`src/hdl/uesc_pkg.sv`:
```
package uesc_pkg;

	typedef enum logic [1:0] {
		MODE_PLAIN = 2'd0,
		MODE_SLASH = 2'd1,
		MODE_ESC   = 2'd2
	} mode_t;

	localparam logic [7:0] CH_BACKSLASH = 8'h5C;
	localparam logic [7:0] CH_U         = 8'h75;
	localparam logic [7:0] UTF8_LEAD3   = 8'hE0;
	localparam logic [7:0] UTF8_CONT    = 8'h80;
	localparam logic [2:0] ESC_DIGITS   = 3'd4;

	// one input item's worth of results, bytes[0] goes out first
	typedef struct packed {
		logic [2:0][7:0] bytes;
		logic [1:0]      count;
		logic            bad;
		logic            last;
	} job_t;

endpackage

```
`src/hdl/uesc_front.sv`:
```
module uesc_front (
	input  logic           clk,
	input  logic           arst_n,
	input  logic           in_valid,
	output logic           in_ready,
	input  logic [7:0]     in_char,
	input  logic           stream_last,
	output logic           job_valid,
	output uesc_pkg::job_t job,
	input  logic           job_ready
);
	import uesc_pkg::*;

	mode_t       mode_q, mode_n;
	logic [2:0]  digits_q, digits_n;
	logic [15:0] code_q, code_n;
	logic        stopped_q, stopped_n;
	logic        any_q, any_n;
	logic        is_hex;
	logic [3:0]  hexd;
	logic        accept;

	assign in_ready = job_ready;
	assign accept   = in_valid && job_ready;

	always_comb begin
		is_hex = 1'b0;
		hexd   = 4'd0;
		if (in_char inside {[8'h30:8'h39]}) begin
			is_hex = 1'b1;
			hexd   = in_char[3:0];
		end else if (in_char inside {[8'h41:8'h46], [8'h61:8'h66]}) begin
			is_hex = 1'b1;
			hexd   = in_char[3:0] + 4'd9;
		end
	end

	always_comb begin
		mode_n    = mode_q;
		digits_n  = digits_q;
		code_n    = code_q;
		stopped_n = stopped_q;
		any_n     = any_q;
		job       = '0;
		job.last  = stream_last;
		case (mode_q)
			MODE_ESC: begin
				if (!stopped_q && is_hex) begin
					code_n = {code_q[11:0], hexd};
					any_n  = 1'b1;
				end else begin
					stopped_n = 1'b1;
				end
				digits_n = digits_q + 3'd1;
				if (digits_n >= ESC_DIGITS || stream_last) begin
					mode_n = MODE_PLAIN;
					if (!any_n) begin
						job.count = 2'd1;
						job.bad   = 1'b1;
					end else begin
						job.count    = 2'd3;
						job.bytes[0] = UTF8_LEAD3 | {4'h0, code_n[15:12]};
						job.bytes[1] = UTF8_CONT | {2'b00, code_n[11:6]};
						job.bytes[2] = UTF8_CONT | {2'b00, code_n[5:0]};
					end
				end
			end
			default: begin
				if (mode_q == MODE_SLASH && in_char == CH_U) begin
					digits_n  = 3'd0;
					code_n    = '0;
					stopped_n = 1'b0;
					any_n     = 1'b0;
					mode_n    = MODE_ESC;
					if (stream_last) begin
						mode_n    = MODE_PLAIN;
						job.count = 2'd1;
						job.bad   = 1'b1;
					end
				end else begin
					mode_n = MODE_PLAIN;
					if (mode_q == MODE_SLASH) begin
						job.bytes[0] = CH_BACKSLASH;
						job.count    = 2'd1;
					end
					if (in_char == CH_BACKSLASH && !stream_last) begin
						mode_n = MODE_SLASH;
					end else if (mode_q == MODE_SLASH) begin
						job.bytes[1] = in_char;
						job.count    = 2'd2;
					end else begin
						job.bytes[0] = in_char;
						job.count    = 2'd1;
					end
				end
			end
		endcase
		if (stream_last) begin
			mode_n    = MODE_PLAIN;
			digits_n  = 3'd0;
			code_n    = '0;
			stopped_n = 1'b0;
			any_n     = 1'b0;
		end
	end

	assign job_valid = in_valid && (job.count != 2'd0);

	always_ff @(posedge clk or negedge arst_n) begin
		if (!arst_n) begin
			mode_q    <= MODE_PLAIN;
			digits_q  <= 3'd0;
			code_q    <= '0;
			stopped_q <= 1'b0;
			any_q     <= 1'b0;
		end else if (accept) begin
			mode_q    <= mode_n;
			digits_q  <= digits_n;
			code_q    <= code_n;
			stopped_q <= stopped_n;
			any_q     <= any_n;
		end
	end

	a_esc_digits: assert property (@(posedge clk) disable iff (!arst_n)
		mode_q == MODE_ESC |-> digits_q < ESC_DIGITS)
		else $error("escape digit count out of range");

	a_last_resets: assert property (@(posedge clk) disable iff (!arst_n)
		accept && stream_last |=> mode_q == MODE_PLAIN && digits_q == 3'd0 && !any_q)
		else $error("state not cleared after last byte");

	a_last_emits: assert property (@(posedge clk) disable iff (!arst_n)
		in_valid && stream_last |-> job_valid)
		else $error("last byte produced no item");

endmodule

```
`src/hdl/uesc_fifo.sv`:
```
module uesc_fifo #(
	parameter int unsigned DEPTH = 4
) (
	input  logic           clk,
	input  logic           arst_n,
	input  logic           push_valid,
	output logic           push_ready,
	input  uesc_pkg::job_t push_job,
	output logic           pop_valid,
	input  logic           pop_ready,
	output uesc_pkg::job_t pop_job
);
	import uesc_pkg::*;

	localparam int unsigned PW = (DEPTH > 1) ? $clog2(DEPTH) : 1;
	localparam int unsigned CW = $clog2(DEPTH + 1);

	job_t          mem_q [DEPTH];
	logic [PW-1:0] wr_ptr_q, rd_ptr_q;
	logic [CW-1:0] cnt_q;
	logic          push, pop;

	assign push_ready = cnt_q != CW'(DEPTH);
	assign pop_valid  = cnt_q != '0;
	assign push       = push_valid && push_ready;
	assign pop        = pop_ready && pop_valid;
	assign pop_job    = mem_q[rd_ptr_q];

	always_ff @(posedge clk) begin
		if (push) begin
			mem_q[wr_ptr_q] <= push_job;
		end
	end

	always_ff @(posedge clk or negedge arst_n) begin
		if (!arst_n) begin
			wr_ptr_q <= '0;
			rd_ptr_q <= '0;
			cnt_q    <= '0;
		end else begin
			if (push) begin
				wr_ptr_q <= (wr_ptr_q == PW'(DEPTH - 1)) ? '0 : wr_ptr_q + 1'b1;
			end
			if (pop) begin
				rd_ptr_q <= (rd_ptr_q == PW'(DEPTH - 1)) ? '0 : rd_ptr_q + 1'b1;
			end
			case ({push, pop})
				2'b10:   cnt_q <= cnt_q + 1'b1;
				2'b01:   cnt_q <= cnt_q - 1'b1;
				default: cnt_q <= cnt_q;
			endcase
		end
	end

endmodule

```
`src/hdl/uesc_back.sv`:
```
module uesc_back (
	input  logic           clk,
	input  logic           arst_n,
	input  logic           job_valid,
	output logic           job_pop,
	input  uesc_pkg::job_t job,
	output logic           out_valid,
	input  logic           out_ready,
	output logic [7:0]     out_byte,
	output logic           bad_escape,
	output logic           run_last,
	output logic           stream_done
);
	import uesc_pkg::*;

	logic [1:0] idx_q;
	logic       fire;

	assign out_valid   = job_valid;
	assign fire        = out_valid && out_ready;
	assign run_last    = (idx_q + 2'd1) == job.count;
	assign stream_done = run_last && job.last;
	assign bad_escape  = job.bad;
	assign job_pop     = fire && run_last;

	always_comb begin
		case (idx_q)
			2'd0:    out_byte = job.bytes[0];
			2'd1:    out_byte = job.bytes[1];
			2'd2:    out_byte = job.bytes[2];
			default: out_byte = 8'h00;
		endcase
	end

	// advance through the bytes of the head entry, restart on the next one
	always_ff @(posedge clk or negedge arst_n) begin
		if (!arst_n) begin
			idx_q <= 2'd0;
		end else if (fire) begin
			idx_q <= run_last ? 2'd0 : idx_q + 2'd1;
		end
	end

	a_no_empty_job: assert property (@(posedge clk) disable iff (!arst_n)
		out_valid |-> job.count != 2'd0)
		else $error("empty entry reached output");

	a_idx_in_range: assert property (@(posedge clk) disable iff (!arst_n)
		out_valid |-> idx_q < job.count)
		else $error("byte index past entry count");

	a_bad_alone: assert property (@(posedge clk) disable iff (!arst_n)
		out_valid && bad_escape |-> run_last && out_byte == 8'h00)
		else $error("error item not alone or nonzero");

endmodule

```
`src/hdl/unicode_escape_to_utf8.sv`:
```
// Channel  Dir  Signals                    Contents
// s_*      in   tvalid tready tdata tlast  tdata[7:0] in_char, tlast stream_last
// m_*      out  tvalid tready tdata tuser  tdata[7:0] out_byte, tlast run_last,
//               tlast                      tuser[0] bad_escape, tuser[1] stream_done
// One input byte is accepted per cycle while the queue has room.
// Each byte yields zero to three result items; the back end sends one per cycle
// while m_tready is high; the queue absorbs the three items of a decoded escape.
// Result entries are registered in the queue before they reach the output.
// Reset clears parse state, queue pointers and the byte index; no clearing pass.
// A stalled output fills the queue (QUEUE_DEPTH entries), then s_tready drops.
module unicode_escape_to_utf8 #(
	parameter int unsigned QUEUE_DEPTH = 4
) (
	input  logic       clk,
	input  logic       arst_n,
	input  logic       s_tvalid,
	output logic       s_tready,
	input  logic [7:0] s_tdata,  // [7:0] in_char
	input  logic       s_tlast,
	output logic       m_tvalid,
	input  logic       m_tready,
	output logic [7:0] m_tdata,  // [7:0] out_byte
	output logic [1:0] m_tuser,  // [0] bad_escape, [1] stream_done
	output logic       m_tlast
);
	import uesc_pkg::*;

	job_t front_job, head_job;
	logic front_valid, front_ready;
	logic head_valid, head_pop;

	uesc_front u_front (
		.clk         (clk),
		.arst_n      (arst_n),
		.in_valid    (s_tvalid),
		.in_ready    (s_tready),
		.in_char     (s_tdata),
		.stream_last (s_tlast),
		.job_valid   (front_valid),
		.job         (front_job),
		.job_ready   (front_ready)
	);

	uesc_fifo #(
		.DEPTH (QUEUE_DEPTH)
	) u_fifo (
		.clk        (clk),
		.arst_n     (arst_n),
		.push_valid (front_valid),
		.push_ready (front_ready),
		.push_job   (front_job),
		.pop_valid  (head_valid),
		.pop_ready  (head_pop),
		.pop_job    (head_job)
	);

	uesc_back u_back (
		.clk         (clk),
		.arst_n      (arst_n),
		.job_valid   (head_valid),
		.job_pop     (head_pop),
		.job         (head_job),
		.out_valid   (m_tvalid),
		.out_ready   (m_tready),
		.out_byte    (m_tdata),
		.bad_escape  (m_tuser[0]),
		.run_last    (m_tlast),
		.stream_done (m_tuser[1])
	);

endmodule
```
`config.mk`:
```
export PLATFORM = sky130hd
export DESIGN_NAME = unicode_escape_to_utf8
export DESIGN_NICKNAME = d
export VERILOG_FILES = /design/src/hdl/uesc_pkg.sv /design/src/hdl/uesc_front.sv /design/src/hdl/uesc_fifo.sv /design/src/hdl/uesc_back.sv /design/src/hdl/unicode_escape_to_utf8.sv
export SDC_FILE = /design/constraint.sdc
export NUM_CORES = 1
export LEC_CHECK = 0
export CORE_ASPECT_RATIO = 1.4
export CORE_MARGIN = 3
export CORE_UTILIZATION = 64
export DETAILED_ROUTE_END_ITERATION = 12
export DONT_BUFFER_PORTS = 1
export PLACE_DENSITY_LB_ADDON = 0.25
export SYNTH_ARGS = -nofsm -noshare
export SYNTH_HDL_FRONTEND = slang
export SYNTH_SLANG_ARGS = --single-unit
```
`constraint.sdc`:
```
create_clock -name clk -period 5.6 [get_ports clk]
set_input_delay 1.68 -clock clk [delete_from_list [all_inputs] [get_ports clk]]
set_output_delay 1.68 -clock clk [all_outputs]
set_load 0.05 [all_outputs]
```
After elaboration in Yosys (flattened, before gate mapping):

Memory sizes are Yosys's and may differ from the RTL's.
Index checks and enable logic that the tools add are counted.

* register bits after elaboration: 32
* memory bits (writable): 112
* input port bits: 13
* output and inout bits: 13
* memories kept: 1

* $add $sub $neg: 7
* magnitude comparators: 7
* equal/unequal tests: 14
* multiplexer cells: 46
* reductions and logical operators: 25

Memories
* u_fifo.mem_q: depth 4, bits a word 28, read ports 1, clocked after Yosys merged registers in 0, write ports 1, line uesc_fifo.sv:18 `job_t mem_q [DEPTH];`

Operators by type and width (count)
* $mux 16: 5
* $mux 27: 1
* $mux 24: 1
* $mux 8: 3
* $pmux 8 s3: 1
* $mux 2: 11
* $mux 19: 1
* $mux 18: 1
* $eq 8x7->1 const B: 2
* $ge 8x7->1 const B: 2
* $le 8x7->1 const B: 2
* $mux 1: 15
* $logic_and 1x1->1: 13
* $eq 2x2->1 const B: 5
* $mux 3: 3
* $mux 9: 1
* $ge 8x6->1 const B: 1
* $le 8x6->1 const B: 1
* $mux 4: 2
* $add 2x1->2 const B: 3
* $add 3x1->3 const B: 2
* $eq 2x1->1 const B: 3
* $ne 3x3->1 const B: 2
* $pmux 3 s2: 1
* other kinds (12): 17

Depth between registers and ports, before layout:

* depth in word-level cells: 16
* gate-level depth with buffers: 15
* depth with buffers taken out: 14

Hierarchy:

A second synthesis with hierarchy kept.

* cells, all modules: 492
* area, all modules: 6892.9 µm²

Modules (own cells, without submodules)
* uesc_fifo: instances 1, cells an instance 186, area each 4484.3 µm², sequential area each 3538.4 µm²
* uesc_front: instances 1, cells an instance 264, area each 2090.8 µm², sequential area each 575.6 µm²
* uesc_back: instances 1, cells an instance 42, area each 317.8 µm², sequential area each 50.0 µm²

Least setup slack after synthesis:

OpenSTA, ideal clock, no wires.

* path kind: input to register
* from: in s_tdata[0]
* to: mem u_fifo.mem_q[3][0] (netlist name), enable pin
* data arrival time: 3.771 ns
* data required time: 5.214 ns
* path slack: 1.443 ns
* stages on the path: 9
* cell sequence: inv_1 -> ha_1 -> nand4bb_1 -> or2_1 -> clkbuf_1 -> ha_1 -> nor2_1 -> a211oi_4 -> and2_1

* cells in the longest elaborated chain, start to end: 16
* elaborated cells between the ends (all ways): 29
* classes of those cells: order compare (6); eq/ne (2); mux (11); reduce/logical (10)

Ends and longest elaborated chain
* from (decl): line unicode_escape_to_utf8.sv:18 `input logic [7:0] s_tdata,`
* $ge 8x7->1 / $le 8x7->1 (equally long branches): line uesc_front.sv:32 `end else if (in_char inside {[8'h41:8'h46], [8'h61:8'h66]}) begin`
* $logic_and 1x1->1: line uesc_front.sv:32
* $reduce_bool 2->1: line uesc_front.sv:32
* $mux 1: line uesc_front.sv:32
* $mux 1: line uesc_front.sv:29 `if (in_char inside {[8'h30:8'h39]}) begin`
* $logic_and 1x1->1: line uesc_front.sv:48 `if (!stopped_q && is_hex) begin`
* $mux 1: line uesc_front.sv:48
* $mux 1: line uesc_front.sv:46 `case (mode_q)`
* $mux 2: line uesc_front.sv:57 `if (!any_n) begin`
* $mux 27: line uesc_front.sv:55 `if (digits_n >= ESC_DIGITS || stream_last) begin`
* $mux 19 *: line uesc_front.sv:46
* $reduce_bool 2->1 *: line uesc_front.sv:107 `assign job_valid = in_valid && (job.count != 2'd0);`
* $logic_and 1x1->1 *: line uesc_front.sv:107
* $logic_and 1x1->1 *: line uesc_fifo.sv:25 `assign push = push_valid && push_ready;`
* $mux 1 *: line uesc_fifo.sv:30 `if (push) begin`
* $mux 1 (implied by the code) *: line uesc_fifo.sv:31 `mem_q[wr_ptr_q] <= push_job;`
* to (decl): line uesc_fifo.sv:18

Mark *: on every way between the ends. The rest lies on a longest branch, timed or not. The select of a mux whose other input is x is not followed.

Worst setup path in the final report:

* from: reg u_fifo.rd_ptr_q[0]
* to: out m_tuser[1]

* cells in the longest elaborated chain, start to end: 3

Ends and longest elaborated chain
* from (decl): line uesc_fifo.sv:19 `logic [PW-1:0] wr_ptr_q, rd_ptr_q;`
* from (signal assigned): line uesc_fifo.sv:45 `rd_ptr_q <= (rd_ptr_q == PW'(DEPTH - 1)) ? '0 : rd_ptr_q + 1'b1;`
* $mem_v2 4x28 *
* $eq 2x2->1: line uesc_back.sv:21 `assign run_last = (idx_q + 2'd1) == job.count;`
* $logic_and 1x1->1 *: line uesc_back.sv:22 `assign stream_done = run_last && job.last;`
* to (decl): line unicode_escape_to_utf8.sv:23 `output logic [1:0] m_tuser,`

Mark *: on every way between the ends. The rest lies on a longest branch, timed or not.

==> results.tsv <==
stage	metric	value	unit
finish	ANT cells	0	
clocking	Setup Fix Bufs, Post-CTS	0	
synth	Mapped Cells	439	
clocking	clock sinks	140	
synth	Yosys warning count	0	
routing	Vias/cell	6.61	
finish	cell area after layout	0.00712	mm2
finish	synthesis-to-finish area growth	9.59	%
placed_design	pre-CTS setup slack	1350	ps
run	max-cap check violation count	0	
clocking	post-cts sizing count	0	
synth	post-synthesis register bit count	140	
floorplan	Starting Density	0.672	
placed_design	Port Buf Inserts	0	
timing	Max Fclk	0.226	GHz
synth	Seq/Total Area, Yosys	0.623	
worst_setup_path	CP delay by family, top	flip-flops	
worst_setup_path	CP Data Arrival Time	2740	ps
global_routing	number of antenna violations at the first check in global routing	0	
timing	RSZ-0062 raised after global routing	no	
worst_setup_path	CP bufs+invs	0	
hold_path	class of the worst hold path	reg -> reg	
clocking	Clock transition at path regs	60	ps
synth	most common cell in the synthesized netlist	edfxtp_1	
timing	Final Max Slew Viols	0	
clocking	CTS buffer count	17	
floorplan	IO Pins	26	
timing	period utilization	0.789	
floorplan	Die H	125	um
synth	largest cells by area after synthesis	edfxtp_1 50%, dfrtp_1 12%, mux4_2 9.4%, ha_1 3.1%, a22o_1 2.3%	
finish	layout net count	470	
timing	Fin. Hold Viols	0	
finish	fin util	0.736	
worst_setup_path	Crit Path Max Fanout	30	
finish	footprint of the multi-input gates	0.00224	mm2
routing	Initial DRT Pass Iterations	5	
global_routing	gr usage total	0.259	
finish	share of cells above drive strength 1	0.185	
timing	Sum Neg Setup Slack	0	ps
timing	max_slew headroom	0.311	
clocking	H-tree lvl count	4	
worst_setup_path	required time of the critical path	3920	ps
placed_design	dpl cell area	0.00657	mm2
routing	vias post-DR	3865	
power	P_leak	2.56	nW
routing	Routed WL	13500	um
timing	final worst slack	1180	ps
synth	Commonest cells post-synth	108 x edfxtp_1, 37 x nand2_1, 32 x dfrtp_1	
worst_setup_path	max incr delay on CP	990	ps
floorplan	Die X	91.1	um
worst_setup_path	CP Capture Type	output pin	
global_routing	first-pass GRT wire length	22000	um
worst_setup_path	Crit-path slowest cell	dfrtp_2	
synth	syn nets	469	
outcome	outcome	completed	
synth	Synth area leader	edfxtp_1	
routing	DR iter-0 viols	365	
clocking	Bufs on Longest Clock Path	2	
timing	Slew @ Worst Pin	1040	ps
worst_setup_path	CP startpoint kind	register	
routing	Routed WL per cell	23.0	um
synth	Post-synth EDFFs	108	
clocking	clk_lat worst skew	410	ps
routing	Detail Route Antenna Nets	0	
power	PD cells	525	mW/mm2
placed_design	RD Place Congestion	0.875	
global_routing	largest net degree at the start of global routing	33	
floorplan	DIE AREA	0.0114	mm2
clocking	CTS tree	built	
finish	fin cells	585	
worst_setup_path	WS Path Type	reg -> out	
timing	Tmin final	4420	ps
floorplan	core area	0.00967	mm2
synth	ys flop type	edfxtp_1	
routing	final routed DRC violation total	0	
global_routing	vias in the first global route	3983	
placed_design	placed cell count	553	
finish	register area	0.00405	mm2
synth	Syn Area/Cell	14.8	um2
placed_design	final HPWL from detailed placement	8310	um
synth	Synth top area share	0.499	
synth	Synth async-reset ratio	0.229	
synth	count of different cell masters after synthesis	61	
timing	Layout Skew	9.39	ps
floorplan	# rows	42	
timing	Setup violations, final	0	
clocking	CTS hold repair buffers	0	
worst_setup_path	critical path, cell by cell	mux4_2, xnor2_1, and3_1	
finish	final-layout fill cell count	626	
power	VDD IR max	0.000293	V
global_routing	total grt overflow	0	
synth	synthesized area	0.00649	mm2
clocking	clk root buf	clkbuf_16	
cells in the final DEF (no fill, tap or decap), drive strengths merged, types with 7 or more instances in the layout:
cell type  Yosys  final
mux4          27     27
nor3          12     12
edfxtp       108    108
a21oi         22     22
dfrtp         32     32
buf           15      9
a221o          8      8
ha            16     16
a22oi          8      8
and3          10     10
clkbuf        12     20
nand2         37     37
nor2          16     16
o21ai         16     16
clkinv         0      7
a22o          17     17
inv           14     15
worst reg2reg max path, cell delays in order, from the launching register on:
cell	delay, ps
dfrtp_2	990
mux4_2	630
xnor2_1	190
nand2_1	150
nor2_2	240
ha_1	220
inv_1	60
fa_1	380
xor2_1	150
nor2_1	120
xor2_1	160
logic make-up (layout without fill, tap and decap cells):
group,count (synthesis),count (layout),share of synthesized area
adder cells (fa/ha/maj),17,17,0.0339
buffers and inverters,41,55,0.0324
flip-flops,140,140,0.623
multiplexers,32,32,0.102
XOR/XNOR,7,7,0.00944
AO/OA/AOI/OAI,95,95,0.109
AND/OR/NAND/NOR,107,107,0.0905
per-layer routing:
layer  track usage  wire length [um]  up-vias
met4         0.101               427        0
met1         0.329              5130     1936
met5             0                 0        -
met2         0.435              7100      179
met3        0.0571               813       36
li1              -                 -     1714
state kept, by name, summed over array words and instances (netlist names), 2 cells and up:
signal / flops
u_fifo.mem_q: 108
u_front.code_q: 16
u_fifo.cnt_q: 3
u_front.digits_q: 3
u_back.idx_q: 2
u_fifo.rd_ptr_q: 2
u_fifo.wr_ptr_q: 2
u_front.mode_q: 2
report_power, final:
| group | total (mW) | internal [mW] | switching, mW |
|---|---|---|---|
| Clock | 1.03 | 0.618 | 0.409 |
| Combinational | 1.20 | 0.434 | 0.769 |
| Sequential | 1.51 | 1.36 | 0.151 |
| Total | 3.74 | 2.41 | 1.33 |
layout make-up:
type,count,area share
inverters,14,0.00738
multi-input cells,258,0.315
clock inverters,12,0.0141
clock buffers,20,0.0628
well taps,132,0.0232
flip-flops and latches,140,0.568
repair buffers,9,0.00949
stage by stage:
stage / power, mW / hold slack (ps)
2_1_floorplan: 2.47 / 446
5_1_grt: 3.91 / 509
6_report: 3.74 / 495
3_3_place_gp: 2.67 / 465
4_1_cts: 3.76 / 498
3_5_place_dp: 2.71 / 481
final timing paths:
| path | start | endpoint | slack (ps) | depth (start not counted) |
|---|---|---|---|---|
| worst min register to register | u_front.code_q[13] | u_front.code_q[13] | 490 | 1 |
| min in group asynchronous | arst_n | u_front.mode_q[1] | 960 | 0 |
| worst min-delay path | u_front.code_q[13] | u_front.code_q[13] | 490 | 1 |
| worst max register to register | u_fifo.rd_ptr_q[0] | u_fifo.cnt_q[2] | 2220 | 10 |
| max in group asynchronous | arst_n | u_front.code_q[1] | 4550 | 0 |
| worst max-delay path | u_fifo.rd_ptr_q[0] | m_tuser[1] | 1180 | 3 |
No activity file was read; power rests on OpenSTA's default activity.
